**config.mk**
```make
export PLATFORM = sky130hd
export DESIGN_NAME = differential_drive_pid_flat
export DESIGN_NICKNAME = d
export VERILOG_FILES = /design/src/design/ddpid_pkg.sv /design/src/design/ddpid_ifs.sv /design/src/design/ddpid_csr.sv /design/src/design/ddpid_err.sv /design/src/design/ddpid_mul.sv /design/src/design/ddpid_mix.sv /design/src/design/differential_drive_pid.sv /design/src/flat_wrapper.sv
export VERILOG_INCLUDE_DIRS = /design/src /design/src/design
export SDC_FILE = /design/constraint.sdc
export NUM_CORES = 2
export LEC_CHECK = 0
export BUFFER_PORTS_ARGS = -buffer_cell sky130_fd_sc_hd__buf_2
export CAP_MARGIN = 5
export CORE_UTILIZATION = 52
export DETAILED_ROUTE_END_ITERATION = 10
export GPL_TIMING_DRIVEN = 0
export PLACE_DENSITY = 0.71
export SLEW_MARGIN = 25
export SYNTH_ARGS = -nofsm -noshare
export SYNTH_HDL_FRONTEND = slang
export SYNTH_SLANG_ARGS = --single-unit
```
**constraint.sdc**
```tcl
create_clock -name clock -period 33.1 [get_ports clock]
set_input_delay 1.655 -clock clock [delete_from_list [all_inputs] [get_ports clock]]
set_output_delay 1.655 -clock clock [all_outputs]
set_load 0.005 [all_outputs]
```
**src/design/differential_drive_pid_defines.svh**
```systemverilog
// assertion macros shared by the differential drive pid design
`ifndef DIFFERENTIAL_DRIVE_PID_DEFINES_SVH
`define DIFFERENTIAL_DRIVE_PID_DEFINES_SVH

// condition holds at every clock edge outside reset
`define DDPID_ASSERT_HOLDS(label, clk, rst, cond, msg) \
   label: assert property (@(posedge clk) disable iff (rst) (cond)) \
      else $error(msg);

// antecedent implies consequent in the same cycle
`define DDPID_ASSERT_IMPLIES(label, clk, rst, ante, cons, msg) \
   label: assert property (@(posedge clk) disable iff (rst) (ante) |-> (cons)) \
      else $error(msg);

`endif

```
**src/design/ddpid_pkg.sv**
```systemverilog
// types, constants and the helper function of the differential drive pid
`default_nettype none

package ddpid_pkg;

   localparam int SPEED_W  = 16;
   localparam int OFFSET_W = 8;
   localparam int GAIN_W   = 12;
   localparam int DUTY_W   = 10;
   localparam int DRIVE_W  = 11;
   localparam int IDX_W    = 3;
   localparam int CSR_W    = 16;

   localparam int SERR_W  = 17;
   localparam int INTEG_W = 9;
   localparam int ISUM_W  = 18;
   localparam int SDIFF_W = 18;
   localparam int TERR_W  = 17;
   localparam int TDIFF_W = 18;
   localparam int DERIV_W = 4;
   localparam int FILT_W  = 22;

   localparam int SP_W   = 30;
   localparam int SI_W   = 22;
   localparam int SD_W   = 31;
   localparam int TP_W   = 30;
   localparam int TD_W   = 17;
   localparam int SSUM_W = 33;
   localparam int TSUM_W = 31;
   localparam int SOUT_W = 10;
   localparam int TOUT_W = 9;

   localparam int INTEG_LIMIT = 220;
   localparam int SPEED_LIMIT = 500;
   localparam int TURN_LIMIT  = 200;
   localparam int DERIV_DIV   = 10;
   localparam int DERIV_LIMIT = 5;

   localparam logic [IDX_W-1:0] REG_SPEED_TARGET = 3'd0;
   localparam logic [IDX_W-1:0] REG_SPEED_KP     = 3'd1;
   localparam logic [IDX_W-1:0] REG_SPEED_KI     = 3'd2;
   localparam logic [IDX_W-1:0] REG_SPEED_KD     = 3'd3;
   localparam logic [IDX_W-1:0] REG_TURN_TARGET  = 3'd4;
   localparam logic [IDX_W-1:0] REG_TURN_KP      = 3'd5;
   localparam logic [IDX_W-1:0] REG_TURN_KD      = 3'd6;
   localparam logic [IDX_W-1:0] REG_RUN_ENABLE   = 3'd7;

   typedef struct packed {
      logic [SPEED_W-1:0] speed_target;
      logic [GAIN_W-1:0]  speed_kp;
      logic [GAIN_W-1:0]  speed_ki;
      logic [GAIN_W-1:0]  speed_kd;
      logic [SPEED_W-1:0] turn_target;
      logic [GAIN_W-1:0]  turn_kp;
      logic [GAIN_W-1:0]  turn_kd;
      logic               run_enable;
   } cfg_type;

   // loop terms, two's complement
   typedef struct packed {
      logic [SERR_W-1:0]  speed_err;
      logic [INTEG_W-1:0] speed_integ;
      logic [SDIFF_W-1:0] speed_diff;
      logic [TERR_W-1:0]  turn_err;
      logic [DERIV_W-1:0] turn_deriv;
   } errs_type;

   // gain products, two's complement
   typedef struct packed {
      logic [SP_W-1:0] speed_p;
      logic [SI_W-1:0] speed_i;
      logic [SD_W-1:0] speed_d;
      logic [TP_W-1:0] turn_p;
      logic [TD_W-1:0] turn_d;
   } prods_type;

   // trunc((diff*8 + dprev*2)/10) clamped to the derivative limit
   function automatic logic signed [DERIV_W-1:0] deriv_filter(
      input logic signed [TDIFF_W-1:0] diff,
      input logic signed [DERIV_W-1:0] dprev
   );
      logic signed [FILT_W-1:0] x;
      logic [FILT_W-1:0]        mag;
      logic [DERIV_W-1:0]       q;
      x = (FILT_W'(diff) <<< 3) + FILT_W'(dprev) + FILT_W'(dprev);
      mag = x[FILT_W-1] ? FILT_W'(-x) : FILT_W'(x);
      priority if (mag >= FILT_W'(DERIV_DIV * DERIV_LIMIT)) begin
         q = DERIV_W'(DERIV_LIMIT);
      end else if (mag >= FILT_W'(DERIV_DIV * 4)) begin
         q = DERIV_W'(4);
      end else if (mag >= FILT_W'(DERIV_DIV * 3)) begin
         q = DERIV_W'(3);
      end else if (mag >= FILT_W'(DERIV_DIV * 2)) begin
         q = DERIV_W'(2);
      end else if (mag >= FILT_W'(DERIV_DIV)) begin
         q = DERIV_W'(1);
      end else begin
         q = '0;
      end
      return x[FILT_W-1] ? -$signed(q) : $signed(q);
   endfunction

endpackage

`default_nettype wire

```
**src/design/ddpid_ifs.sv**
```systemverilog
// request and response channel interfaces
`default_nettype none

interface ddpid_req_if;
   logic                                 valid;
   logic                                 ready;
   logic signed [ddpid_pkg::SPEED_W-1:0]  left_speed;
   logic signed [ddpid_pkg::SPEED_W-1:0]  right_speed;
   logic signed [ddpid_pkg::OFFSET_W-1:0] line_offset;

   modport source(output valid, output left_speed, output right_speed,
                  output line_offset, input ready);
   modport sink(input valid, input left_speed, input right_speed,
                input line_offset, output ready);
endinterface

interface ddpid_rsp_if;
   logic                                valid;
   logic                                ready;
   logic [ddpid_pkg::DUTY_W-1:0]         left_forward_duty;
   logic [ddpid_pkg::DUTY_W-1:0]         left_reverse_duty;
   logic [ddpid_pkg::DUTY_W-1:0]         right_forward_duty;
   logic [ddpid_pkg::DUTY_W-1:0]         right_reverse_duty;
   logic signed [ddpid_pkg::DRIVE_W-1:0] left_drive;
   logic signed [ddpid_pkg::DRIVE_W-1:0] right_drive;

   modport source(output valid, output left_forward_duty, output left_reverse_duty,
                  output right_forward_duty, output right_reverse_duty,
                  output left_drive, output right_drive, input ready);
   modport sink(input valid, input left_forward_duty, input left_reverse_duty,
                input right_forward_duty, input right_reverse_duty,
                input left_drive, input right_drive, output ready);
endinterface

`default_nettype wire

```
**src/design/ddpid_csr.sv**
```systemverilog
// configuration register file
`default_nettype none

module ddpid_csr (
   input  logic                          clock,
   input  logic                          reset,
   input  logic                          csr_we,
   input  logic [ddpid_pkg::IDX_W-1:0]   csr_index,
   input  logic [ddpid_pkg::CSR_W-1:0]   csr_wdata,
   output ddpid_pkg::cfg_type            cfg
);

   ddpid_pkg::cfg_type cfg_ff;
   ddpid_pkg::cfg_type cfg_in;

   always_comb begin
      cfg_in = cfg_ff;
      if (csr_we) begin
         unique case (csr_index)
            ddpid_pkg::REG_SPEED_TARGET: cfg_in.speed_target = csr_wdata;
            ddpid_pkg::REG_SPEED_KP:     cfg_in.speed_kp = csr_wdata[ddpid_pkg::GAIN_W-1:0];
            ddpid_pkg::REG_SPEED_KI:     cfg_in.speed_ki = csr_wdata[ddpid_pkg::GAIN_W-1:0];
            ddpid_pkg::REG_SPEED_KD:     cfg_in.speed_kd = csr_wdata[ddpid_pkg::GAIN_W-1:0];
            ddpid_pkg::REG_TURN_TARGET:  cfg_in.turn_target = csr_wdata;
            ddpid_pkg::REG_TURN_KP:      cfg_in.turn_kp = csr_wdata[ddpid_pkg::GAIN_W-1:0];
            ddpid_pkg::REG_TURN_KD:      cfg_in.turn_kd = csr_wdata[ddpid_pkg::GAIN_W-1:0];
            ddpid_pkg::REG_RUN_ENABLE:   cfg_in.run_enable = csr_wdata[0];
         endcase
      end
   end

   always_ff @(posedge clock) begin
      if (reset) begin
         cfg_ff <= '0;
      end else begin
         cfg_ff <= cfg_in;
      end
   end

   assign cfg = cfg_ff;

endmodule

`default_nettype wire

```
**src/design/ddpid_err.sv**
```systemverilog
// input register, loop errors and loop state update
`default_nettype none
`include "differential_drive_pid_defines.svh"

module ddpid_err (
   input  logic                  clock,
   input  logic                  reset,
   input  ddpid_pkg::cfg_type    cfg,
   ddpid_req_if.sink             req_ch,
   output logic                  out_valid,
   input  logic                  out_ready,
   output ddpid_pkg::errs_type   errs
);

   logic                                  in_v_ff;
   logic signed [ddpid_pkg::SPEED_W-1:0]  ls_ff;
   logic signed [ddpid_pkg::SPEED_W-1:0]  rs_ff;
   logic signed [ddpid_pkg::OFFSET_W-1:0] off_ff;

   logic                                 err_v_ff;
   ddpid_pkg::errs_type                  errs_ff;

   logic signed [ddpid_pkg::INTEG_W-1:0] integ_ff;
   logic signed [ddpid_pkg::SERR_W-1:0]  sprev_ff;
   logic signed [ddpid_pkg::TERR_W-1:0]  tprev_ff;
   logic signed [ddpid_pkg::DERIV_W-1:0] deriv_ff;

   logic                                 err_ready;
   logic                                 move;
   logic signed [ddpid_pkg::SPEED_W:0]   wsum;
   logic signed [ddpid_pkg::SPEED_W-1:0] avg;
   logic signed [ddpid_pkg::SERR_W-1:0]  serr;
   logic signed [ddpid_pkg::ISUM_W-1:0]  isum;
   logic signed [ddpid_pkg::INTEG_W-1:0] integ_in;
   logic signed [ddpid_pkg::SDIFF_W-1:0] sdiff;
   logic signed [ddpid_pkg::TERR_W-1:0]  terr;
   logic signed [ddpid_pkg::TDIFF_W-1:0] tdiff;
   logic signed [ddpid_pkg::DERIV_W-1:0] deriv_in;

   assign err_ready    = !err_v_ff || out_ready;
   assign req_ch.ready = !in_v_ff || err_ready;
   assign move         = in_v_ff && err_ready;

   // speed loop
   assign wsum = (ddpid_pkg::SPEED_W+1)'(ls_ff) + (ddpid_pkg::SPEED_W+1)'(rs_ff);
   assign avg  = wsum[ddpid_pkg::SPEED_W:1];
   assign serr = ddpid_pkg::SERR_W'(avg)
               - ddpid_pkg::SERR_W'($signed(cfg.speed_target));
   assign isum = ddpid_pkg::ISUM_W'(integ_ff) + ddpid_pkg::ISUM_W'(serr);
   assign sdiff = ddpid_pkg::SDIFF_W'(sprev_ff) - ddpid_pkg::SDIFF_W'(serr);

   always_comb begin
      priority if (isum > ddpid_pkg::INTEG_LIMIT) begin
         integ_in = ddpid_pkg::INTEG_W'(ddpid_pkg::INTEG_LIMIT);
      end else if (isum < -ddpid_pkg::INTEG_LIMIT) begin
         integ_in = ddpid_pkg::INTEG_W'(-ddpid_pkg::INTEG_LIMIT);
      end else begin
         integ_in = isum[ddpid_pkg::INTEG_W-1:0];
      end
   end

   // steering loop
   assign terr = ddpid_pkg::TERR_W'(off_ff)
               - ddpid_pkg::TERR_W'($signed(cfg.turn_target));
   assign tdiff = ddpid_pkg::TDIFF_W'(tprev_ff) - ddpid_pkg::TDIFF_W'(terr);
   assign deriv_in = ddpid_pkg::deriv_filter(tdiff, deriv_ff);

   always_ff @(posedge clock) begin
      if (reset) begin
         in_v_ff  <= 1'b0;
         err_v_ff <= 1'b0;
         integ_ff <= '0;
         sprev_ff <= '0;
         tprev_ff <= '0;
         deriv_ff <= '0;
      end else begin
         if (req_ch.valid && req_ch.ready) begin
            in_v_ff <= 1'b1;
         end else if (move) begin
            in_v_ff <= 1'b0;
         end
         if (move) begin
            err_v_ff <= 1'b1;
            integ_ff <= integ_in;
            sprev_ff <= serr;
            tprev_ff <= terr;
            deriv_ff <= deriv_in;
         end else if (out_ready) begin
            err_v_ff <= 1'b0;
         end
      end
   end

   always_ff @(posedge clock) begin
      if (req_ch.valid && req_ch.ready) begin
         ls_ff  <= req_ch.left_speed;
         rs_ff  <= req_ch.right_speed;
         off_ff <= req_ch.line_offset;
      end
      if (move) begin
         errs_ff.speed_err   <= serr;
         errs_ff.speed_integ <= integ_in;
         errs_ff.speed_diff  <= sdiff;
         errs_ff.turn_err    <= terr;
         errs_ff.turn_deriv  <= deriv_in;
      end
   end

   assign out_valid = err_v_ff;
   assign errs      = errs_ff;

   `DDPID_ASSERT_HOLDS(a_integ_bound, clock, reset, integ_ff <= ddpid_pkg::INTEG_LIMIT && integ_ff >= -ddpid_pkg::INTEG_LIMIT, "speed integral outside its clamp")
   `DDPID_ASSERT_HOLDS(a_deriv_bound, clock, reset, deriv_ff <= ddpid_pkg::DERIV_LIMIT && deriv_ff >= -ddpid_pkg::DERIV_LIMIT, "steering derivative outside its clamp")

endmodule

`default_nettype wire

```
**src/design/ddpid_mul.sv**
```systemverilog
// gain multiplier stage
`default_nettype none

module ddpid_mul (
   input  logic                  clock,
   input  logic                  reset,
   input  ddpid_pkg::cfg_type    cfg,
   input  logic                  in_valid,
   output logic                  in_ready,
   input  ddpid_pkg::errs_type   errs,
   output logic                  out_valid,
   input  logic                  out_ready,
   output ddpid_pkg::prods_type  prods
);

   logic                 v_ff;
   ddpid_pkg::prods_type prods_ff;
   logic                 move;

   logic signed [ddpid_pkg::SP_W-1:0] sp;
   logic signed [ddpid_pkg::SI_W-1:0] si;
   logic signed [ddpid_pkg::SD_W-1:0] sd;
   logic signed [ddpid_pkg::TP_W-1:0] tp;
   logic signed [ddpid_pkg::TD_W-1:0] td;

   assign in_ready = !v_ff || out_ready;
   assign move     = in_valid && in_ready;

   assign sp = ddpid_pkg::SP_W'($signed({1'b0, cfg.speed_kp}))
             * ddpid_pkg::SP_W'($signed(errs.speed_err));
   assign si = ddpid_pkg::SI_W'($signed({1'b0, cfg.speed_ki}))
             * ddpid_pkg::SI_W'($signed(errs.speed_integ));
   assign sd = ddpid_pkg::SD_W'($signed({1'b0, cfg.speed_kd}))
             * ddpid_pkg::SD_W'($signed(errs.speed_diff));
   assign tp = ddpid_pkg::TP_W'($signed({1'b0, cfg.turn_kp}))
             * ddpid_pkg::TP_W'($signed(errs.turn_err));
   assign td = ddpid_pkg::TD_W'($signed({1'b0, cfg.turn_kd}))
             * ddpid_pkg::TD_W'($signed(errs.turn_deriv));

   always_ff @(posedge clock) begin
      if (reset) begin
         v_ff <= 1'b0;
      end else if (move) begin
         v_ff <= 1'b1;
      end else if (out_ready) begin
         v_ff <= 1'b0;
      end
   end

   always_ff @(posedge clock) begin
      if (move) begin
         prods_ff.speed_p <= sp;
         prods_ff.speed_i <= si;
         prods_ff.speed_d <= sd;
         prods_ff.turn_p  <= tp;
         prods_ff.turn_d  <= td;
      end
   end

   assign out_valid = v_ff;
   assign prods     = prods_ff;

endmodule

`default_nettype wire

```
**src/design/ddpid_mix.sv**
```systemverilog
// output limits, drive mixing, duty split and result register
`default_nettype none
`include "differential_drive_pid_defines.svh"

module ddpid_mix (
   input  logic                  clock,
   input  logic                  reset,
   input  ddpid_pkg::cfg_type    cfg,
   input  logic                  in_valid,
   output logic                  in_ready,
   input  ddpid_pkg::prods_type  prods,
   ddpid_rsp_if.source           rsp_ch
);

   logic                                 v_ff;
   logic [ddpid_pkg::DUTY_W-1:0]         lfwd_ff;
   logic [ddpid_pkg::DUTY_W-1:0]         lrev_ff;
   logic [ddpid_pkg::DUTY_W-1:0]         rfwd_ff;
   logic [ddpid_pkg::DUTY_W-1:0]         rrev_ff;
   logic signed [ddpid_pkg::DRIVE_W-1:0] ld_ff;
   logic signed [ddpid_pkg::DRIVE_W-1:0] rd_ff;

   logic                                 move;
   logic signed [ddpid_pkg::SSUM_W-1:0]  ssum;
   logic signed [ddpid_pkg::TSUM_W-1:0]  tsum;
   logic signed [ddpid_pkg::SOUT_W-1:0]  sout;
   logic signed [ddpid_pkg::TOUT_W-1:0]  tout;
   logic signed [ddpid_pkg::DRIVE_W-1:0] ld;
   logic signed [ddpid_pkg::DRIVE_W-1:0] rd;
   logic signed [ddpid_pkg::DRIVE_W-1:0] ld_neg;
   logic signed [ddpid_pkg::DRIVE_W-1:0] rd_neg;
   logic [ddpid_pkg::DUTY_W-1:0]         lfwd_in;
   logic [ddpid_pkg::DUTY_W-1:0]         lrev_in;
   logic [ddpid_pkg::DUTY_W-1:0]         rfwd_in;
   logic [ddpid_pkg::DUTY_W-1:0]         rrev_in;

   assign in_ready = !v_ff || rsp_ch.ready;
   assign move     = in_valid && in_ready;

   assign ssum = ddpid_pkg::SSUM_W'($signed(prods.speed_p))
               + ddpid_pkg::SSUM_W'($signed(prods.speed_i))
               + ddpid_pkg::SSUM_W'($signed(prods.speed_d));
   assign tsum = ddpid_pkg::TSUM_W'($signed(prods.turn_p))
               + ddpid_pkg::TSUM_W'($signed(prods.turn_d));

   always_comb begin
      priority if (ssum > ddpid_pkg::SPEED_LIMIT) begin
         sout = ddpid_pkg::SOUT_W'(ddpid_pkg::SPEED_LIMIT);
      end else if (ssum < -ddpid_pkg::SPEED_LIMIT) begin
         sout = ddpid_pkg::SOUT_W'(-ddpid_pkg::SPEED_LIMIT);
      end else begin
         sout = ssum[ddpid_pkg::SOUT_W-1:0];
      end
      priority if (tsum > ddpid_pkg::TURN_LIMIT) begin
         tout = ddpid_pkg::TOUT_W'(ddpid_pkg::TURN_LIMIT);
      end else if (tsum < -ddpid_pkg::TURN_LIMIT) begin
         tout = ddpid_pkg::TOUT_W'(-ddpid_pkg::TURN_LIMIT);
      end else begin
         tout = tsum[ddpid_pkg::TOUT_W-1:0];
      end
   end

   assign ld = ddpid_pkg::DRIVE_W'(sout) - ddpid_pkg::DRIVE_W'(tout);
   assign rd = ddpid_pkg::DRIVE_W'(sout) + ddpid_pkg::DRIVE_W'(tout);
   assign ld_neg = -ld;
   assign rd_neg = -rd;

   // sign split, gated by run enable
   always_comb begin
      lfwd_in = '0;
      lrev_in = '0;
      rfwd_in = '0;
      rrev_in = '0;
      if (cfg.run_enable) begin
         if (ld > 0) begin
            lfwd_in = ld[ddpid_pkg::DUTY_W-1:0];
         end else begin
            lrev_in = ld_neg[ddpid_pkg::DUTY_W-1:0];
         end
         if (rd > 0) begin
            rfwd_in = rd[ddpid_pkg::DUTY_W-1:0];
         end else begin
            rrev_in = rd_neg[ddpid_pkg::DUTY_W-1:0];
         end
      end
   end

   always_ff @(posedge clock) begin
      if (reset) begin
         v_ff <= 1'b0;
      end else if (move) begin
         v_ff <= 1'b1;
      end else if (rsp_ch.ready) begin
         v_ff <= 1'b0;
      end
   end

   always_ff @(posedge clock) begin
      if (move) begin
         lfwd_ff <= lfwd_in;
         lrev_ff <= lrev_in;
         rfwd_ff <= rfwd_in;
         rrev_ff <= rrev_in;
         ld_ff   <= ld;
         rd_ff   <= rd;
      end
   end

   assign rsp_ch.valid              = v_ff;
   assign rsp_ch.left_forward_duty  = lfwd_ff;
   assign rsp_ch.left_reverse_duty  = lrev_ff;
   assign rsp_ch.right_forward_duty = rfwd_ff;
   assign rsp_ch.right_reverse_duty = rrev_ff;
   assign rsp_ch.left_drive         = ld_ff;
   assign rsp_ch.right_drive        = rd_ff;

   `DDPID_ASSERT_IMPLIES(a_left_fwd_sign, clock, reset, v_ff && ld_ff <= 0, lfwd_ff == '0, "left forward duty with non-positive drive")
   `DDPID_ASSERT_IMPLIES(a_left_rev_sign, clock, reset, v_ff && ld_ff >= 0, lrev_ff == '0, "left reverse duty with non-negative drive")
   `DDPID_ASSERT_IMPLIES(a_right_fwd_sign, clock, reset, v_ff && rd_ff <= 0, rfwd_ff == '0, "right forward duty with non-positive drive")

endmodule

`default_nettype wire

```
**src/design/differential_drive_pid.sv**
```systemverilog
// differential drive pid controller, top level
//
// req_ch carries one control tick per transaction: both wheel speeds and the
// centerline offset. rsp_ch returns one transaction per tick with the four
// pwm duties and the signed left and right drives. both channels use a
// valid/ready handshake. the csr port writes one register per clock while
// csr_we is high; the user must write it only while no transaction is in
// flight; the block does not enforce this. a request passes the input
// register, error and state update, gain products and output register.
// throughput: one transaction per cycle while rsp_ch does not stall; the
// speed integral, previous errors and filtered derivative update in the
// error stage. reset clears the configuration registers, the loop state
// and all pipeline valids. when rsp_ch stalls, results hold in the output
// register and up to four transactions are held before req_ch.ready drops.
`default_nettype none

module differential_drive_pid (
   input  logic                        clock,
   input  logic                        reset,
   input  logic                        csr_we,
   input  logic [ddpid_pkg::IDX_W-1:0] csr_index,
   input  logic [ddpid_pkg::CSR_W-1:0] csr_wdata,
   ddpid_req_if.sink                   req_ch,
   ddpid_rsp_if.source                 rsp_ch
);

   ddpid_pkg::cfg_type   cfg;
   ddpid_pkg::errs_type  errs;
   ddpid_pkg::prods_type prods;
   logic                 err_valid;
   logic                 err_ready;
   logic                 mul_valid;
   logic                 mul_ready;

   ddpid_csr u_csr (
      .clock     (clock),
      .reset     (reset),
      .csr_we    (csr_we),
      .csr_index (csr_index),
      .csr_wdata (csr_wdata),
      .cfg       (cfg)
   );

   ddpid_err u_err (
      .clock     (clock),
      .reset     (reset),
      .cfg       (cfg),
      .req_ch    (req_ch),
      .out_valid (err_valid),
      .out_ready (err_ready),
      .errs      (errs)
   );

   ddpid_mul u_mul (
      .clock     (clock),
      .reset     (reset),
      .cfg       (cfg),
      .in_valid  (err_valid),
      .in_ready  (err_ready),
      .errs      (errs),
      .out_valid (mul_valid),
      .out_ready (mul_ready),
      .prods     (prods)
   );

   ddpid_mix u_mix (
      .clock    (clock),
      .reset    (reset),
      .cfg      (cfg),
      .in_valid (mul_valid),
      .in_ready (mul_ready),
      .prods    (prods),
      .rsp_ch   (rsp_ch)
   );

endmodule

`default_nettype wire

```
**src/flat_wrapper.sv**
```systemverilog
// flat-port wrapper written by rule: the top's interface ports become plain ports
module differential_drive_pid_flat 
  (clock, reset, csr_we, csr_index, csr_wdata, req_ch_valid, req_ch_left_speed, req_ch_right_speed, req_ch_line_offset, req_ch_ready, rsp_ch_valid, rsp_ch_left_forward_duty, rsp_ch_left_reverse_duty, rsp_ch_right_forward_duty, rsp_ch_right_reverse_duty, rsp_ch_left_drive, rsp_ch_right_drive, rsp_ch_ready);
  ddpid_req_if req_ch_i ();
  ddpid_rsp_if rsp_ch_i ();
  input  logic clock;
  input  logic reset;
  input  logic csr_we;
  input  logic [ddpid_pkg::IDX_W-1:0] csr_index;
  input  logic [ddpid_pkg::CSR_W-1:0] csr_wdata;
  input wire logic [$bits(req_ch_i.valid)-1:0] req_ch_valid;
  input wire logic [$bits(req_ch_i.left_speed)-1:0] req_ch_left_speed;
  input wire logic [$bits(req_ch_i.right_speed)-1:0] req_ch_right_speed;
  input wire logic [$bits(req_ch_i.line_offset)-1:0] req_ch_line_offset;
  output wire logic [$bits(req_ch_i.ready)-1:0] req_ch_ready;
  output wire logic [$bits(rsp_ch_i.valid)-1:0] rsp_ch_valid;
  output wire logic [$bits(rsp_ch_i.left_forward_duty)-1:0] rsp_ch_left_forward_duty;
  output wire logic [$bits(rsp_ch_i.left_reverse_duty)-1:0] rsp_ch_left_reverse_duty;
  output wire logic [$bits(rsp_ch_i.right_forward_duty)-1:0] rsp_ch_right_forward_duty;
  output wire logic [$bits(rsp_ch_i.right_reverse_duty)-1:0] rsp_ch_right_reverse_duty;
  output wire logic [$bits(rsp_ch_i.left_drive)-1:0] rsp_ch_left_drive;
  output wire logic [$bits(rsp_ch_i.right_drive)-1:0] rsp_ch_right_drive;
  input wire logic [$bits(rsp_ch_i.ready)-1:0] rsp_ch_ready;
  assign req_ch_i.valid = req_ch_valid;
  assign req_ch_i.left_speed = req_ch_left_speed;
  assign req_ch_i.right_speed = req_ch_right_speed;
  assign req_ch_i.line_offset = req_ch_line_offset;
  assign req_ch_ready = req_ch_i.ready;
  assign rsp_ch_valid = rsp_ch_i.valid;
  assign rsp_ch_left_forward_duty = rsp_ch_i.left_forward_duty;
  assign rsp_ch_left_reverse_duty = rsp_ch_i.left_reverse_duty;
  assign rsp_ch_right_forward_duty = rsp_ch_i.right_forward_duty;
  assign rsp_ch_right_reverse_duty = rsp_ch_i.right_reverse_duty;
  assign rsp_ch_left_drive = rsp_ch_i.left_drive;
  assign rsp_ch_right_drive = rsp_ch_i.right_drive;
  assign rsp_ch_i.ready = rsp_ch_ready;
  differential_drive_pid u_core (.clock(clock), .reset(reset), .csr_we(csr_we), .csr_index(csr_index), .csr_wdata(csr_wdata), .req_ch(req_ch_i), .rsp_ch(rsp_ch_i));
endmodule
```
==> qor.txt <==
post-synthesis compound-gate area fraction: 10.7%
die area: 104000 um^2
Tot GR Track Use: 25.2%
# diodes: 0
hold buffer count at cts: 0
GP Congestion: 0.943
DRC: 0
Net Sw Power: 0.983 mW
pwr dens: 41.7 nW/um^2
met2 GRT Util: 40.6%
Area contributors post-synth: fa_1 27%, edfxtp_1 17%, ha_1 12%, inv_1 6.6%, dfxtp_1 5.4%
Setup crit end kind: flip-flop
Setup Crit Path Kind: reg -> reg
global route hottest layer: met2
Hold Vio Cnt, Final: 0
WL per Instance: 17.5 um
post-synth top area cell: fa_1
Synth top area share: 26.6%
CTS resizes: 0
Filler cells: 8908
top-count cell post-synth: inv_1
syn nets: 6967
routed vias/inst: 5.43
vias in the first global route: 39500
starting DRC count in detailed routing: 2829
Syn Std Cell Area: 53300 um^2
Peak VDD IR: 45.7 uV
CORE AREA: 102000 um^2
highest cell delay on the worst timing path: 0.75 ns
Max Fclk: 113 MHz
area delta synth->final: 8.40%
Inst Count DP: 7202
HPWL after DPL: 106000 um
LEAKAGE: 26.6 nW
Sink Count: 440
layout cell share with drive strength beyond 1: 4.74%
H-tree Lvls: 2
count of different cell masters after synthesis: 99
Sw Ratio: 40.9%
Worst-Skew Late Latency: 0.66 ns
Setup Buffers After CTS: 0
fin util: 56.8%
Worst Skew: 0.0567 ns
Worst-Margin Slew: 1.01 ns
CP Data Arrival Time: 9.20 ns
Clock Pin Slew Worst Setup and Hold Paths: 0.06 ns
global-route wire length before repair: 207000 um
post-synthesis mux area share: 0.266%
Startpoint Class: flip-flop
drt total wl: 128000 um
vias: 39600
Comb power frac: 46.3%
Pre-Repair DR Iteration Count: 6
Synth Area in Simple Gates: 16.2%
Boundary Pins: 128
Commonest cells post-synth: 938 x inv_1, 708 x fa_1, 705 x nand2_1
Top cell by count, worst path: o21a_1
CTS tree: built
Relative slew margins: 31.9%
Fin Hold WS: 0.454 ns
unrepaired setup endpoints after global routing: no
slowest CP cell: a21boi_0
met1 usage: 35.5%
met3 Usage GRT: 4.54%
XOR/XNOR Fraction of Synth Area: 4.42%
nets@finish: 7156
ANT nets after route: 0
initial core utilization: 52.4%
maxcap violations: 0
Flop pwr share: 28.9%
largest net degree at the start of global routing: 42
Async S/R FF share, synth: 0%
grt ovf: 0
Main synth FF type: edfxtp_1
Min-Delay Path Class: reg -> reg
Clock Power Share: 24.8%
min Tclk post-route: 8.84 ns
Gate Count Post-Synth: 5698
die height: 322 um
critical path peak fanout: 7
status: completed
largest family of logic cells by synthesized area: adder cells
setup TNS: 0 ns
Finished Layout Cells: 7298
fin crit share: 26.7%
clk buf depth: 3
EDFF count, synth: 296
Power Internal: 1.42 mW
DP Area: 55900 um^2
Finish-stage setup viols: 0
total clock buffers created by CTS: 51
FF+latch count, synth: 440
I/O Buffers: 124
adder-cell area share of the yosys netlist: 38.4%
Synth Area per Inst: 9.35 um^2
row cnt: 117
post-route cell area: 57700 um^2
YS warnings: 0
die width: 322 um
final slew viol count: 0
CP required: 33.46 ns
initial antenna violation count: 5
CTS root buf: clkbuf_16
Seq/Total Area, Yosys: 22.1%
-- power groups by stage --
stage	clock network (mW)	registers (mW)	logic, mW
finish	0.597	0.695	1.11
global route	0.629	0.699	1.24
CTS	0.608	0.694	1.11
detailed placement	0	0.706	1.10
global placement	0	0.709	1.08
floorplan	0	0.689	0.827
-- stage by stage --
step / total power [mW] / worst slack (ns)
2_1_floorplan: 1.52 / 21.14
3_3_place_gp: 1.79 / 17.25
3_5_place_dp: 1.81 / 24.13
4_1_cts: 2.41 / 24.12
5_1_grt: 2.57 / 23.55
6_report: 2.41 / 24.26
-- final cells by class --
cell class	instances	area (um^2)	share of cell area, %
buffer	186	717	1.24
sequential	440	11800	20.4
clock inverter	31	359	0.622
timing repair buffer	136	923	1.60
inverter	940	3530	6.11
tap	1368	1710	2.97
multi-input combinational	4132	37300	64.6
clock buffer	65	1440	2.50
-- state kept, by name, summed over array words and instances (netlist names), 11 cells and up --
register and flops:
u_core.u_mix.rsp_ch.left_drive 11, u_core.u_err.sprev_ff 17, u_core.u_mul.prods 130, u_core.u_err.ls_ff 16
u_core.u_err.tprev_ff 17, u_core.u_err.errs 65, u_core.u_err.rs_ff 16, u_core.u_csr.cfg 93
-- critical path: cells and delay by family, from the launching register on --
kind                       cells  cell delay [ns]
AOI/OAI and AO/OA             13             3.46
and+or+nand+nor                9             2.31
adders and majority gates      4             1.59
xor gates and xnor gates       2             0.68
DFF                            1             0.43
buffers and inverters          1             0.06
-- cell usage in the layout (no fill, tap or decap), drive strengths merged, types with 17 or more instances in the layout --
cell | synthesis | routed
and2 | 413 | 413
or3 | 20 | 20
o21ai | 134 | 134
and3 | 35 | 35
a31oi | 22 | 22
a21o | 91 | 91
inv | 939 | 947
or2 | 17 | 17
edfxtp | 296 | 296
fa | 708 | 708
nor4 | 24 | 24
xnor2 | 195 | 195
o21bai | 39 | 39
nor3 | 76 | 76
a211oi | 38 | 38
buf | 10 | 146
nand3 | 57 | 57
nand2b | 54 | 54
a21oi | 328 | 328
nand2 | 705 | 705
ha | 497 | 497
nand4 | 20 | 20
a21boi | 21 | 21
clkbuf | 176 | 241
o21a | 50 | 50
nor2b | 54 | 54
dfxtp | 144 | 144
nor2 | 238 | 238
xor2 | 73 | 73
-- routing by layer --
layer	share of wire [%]	up-vias
li1	-	18900
met1	45	19400
met2	45	1132
met3	7.2	179
met4	2.1	4
met5	0.020	-
-- logic make-up (layout without fill, tap and decap cells) --
group                    count (synthesis)  count (layout)
AND/OR/NAND/NOR                       1762            1762
adder cells (fa/ha/maj)               1209            1209
buffers and inverters                 1126            1358
AO/OA/AOI/OAI                          880             880
flip-flops                             440             440
XOR/XNOR                               268             268
multiplexers                            13              13
-- final timing paths --
check / start / to / slack [ns] / cells after the start
hold / removal: u_core.u_csr.cfg[82] / u_core.u_csr.cfg[82] / 0.45 / 2
setup / recovery: u_core.u_mul.prods[101] / u_core.u_mix.rsp_ch.left_forward_duty[2] / 24.26 / 29
hold reg to reg: u_core.u_csr.cfg[82] / u_core.u_csr.cfg[82] / 0.45 / 2
setup reg to reg: u_core.u_mul.prods[101] / u_core.u_mix.rsp_ch.left_forward_duty[2] / 24.26 / 29
No activity file was read; power rests on OpenSTA's default activity.
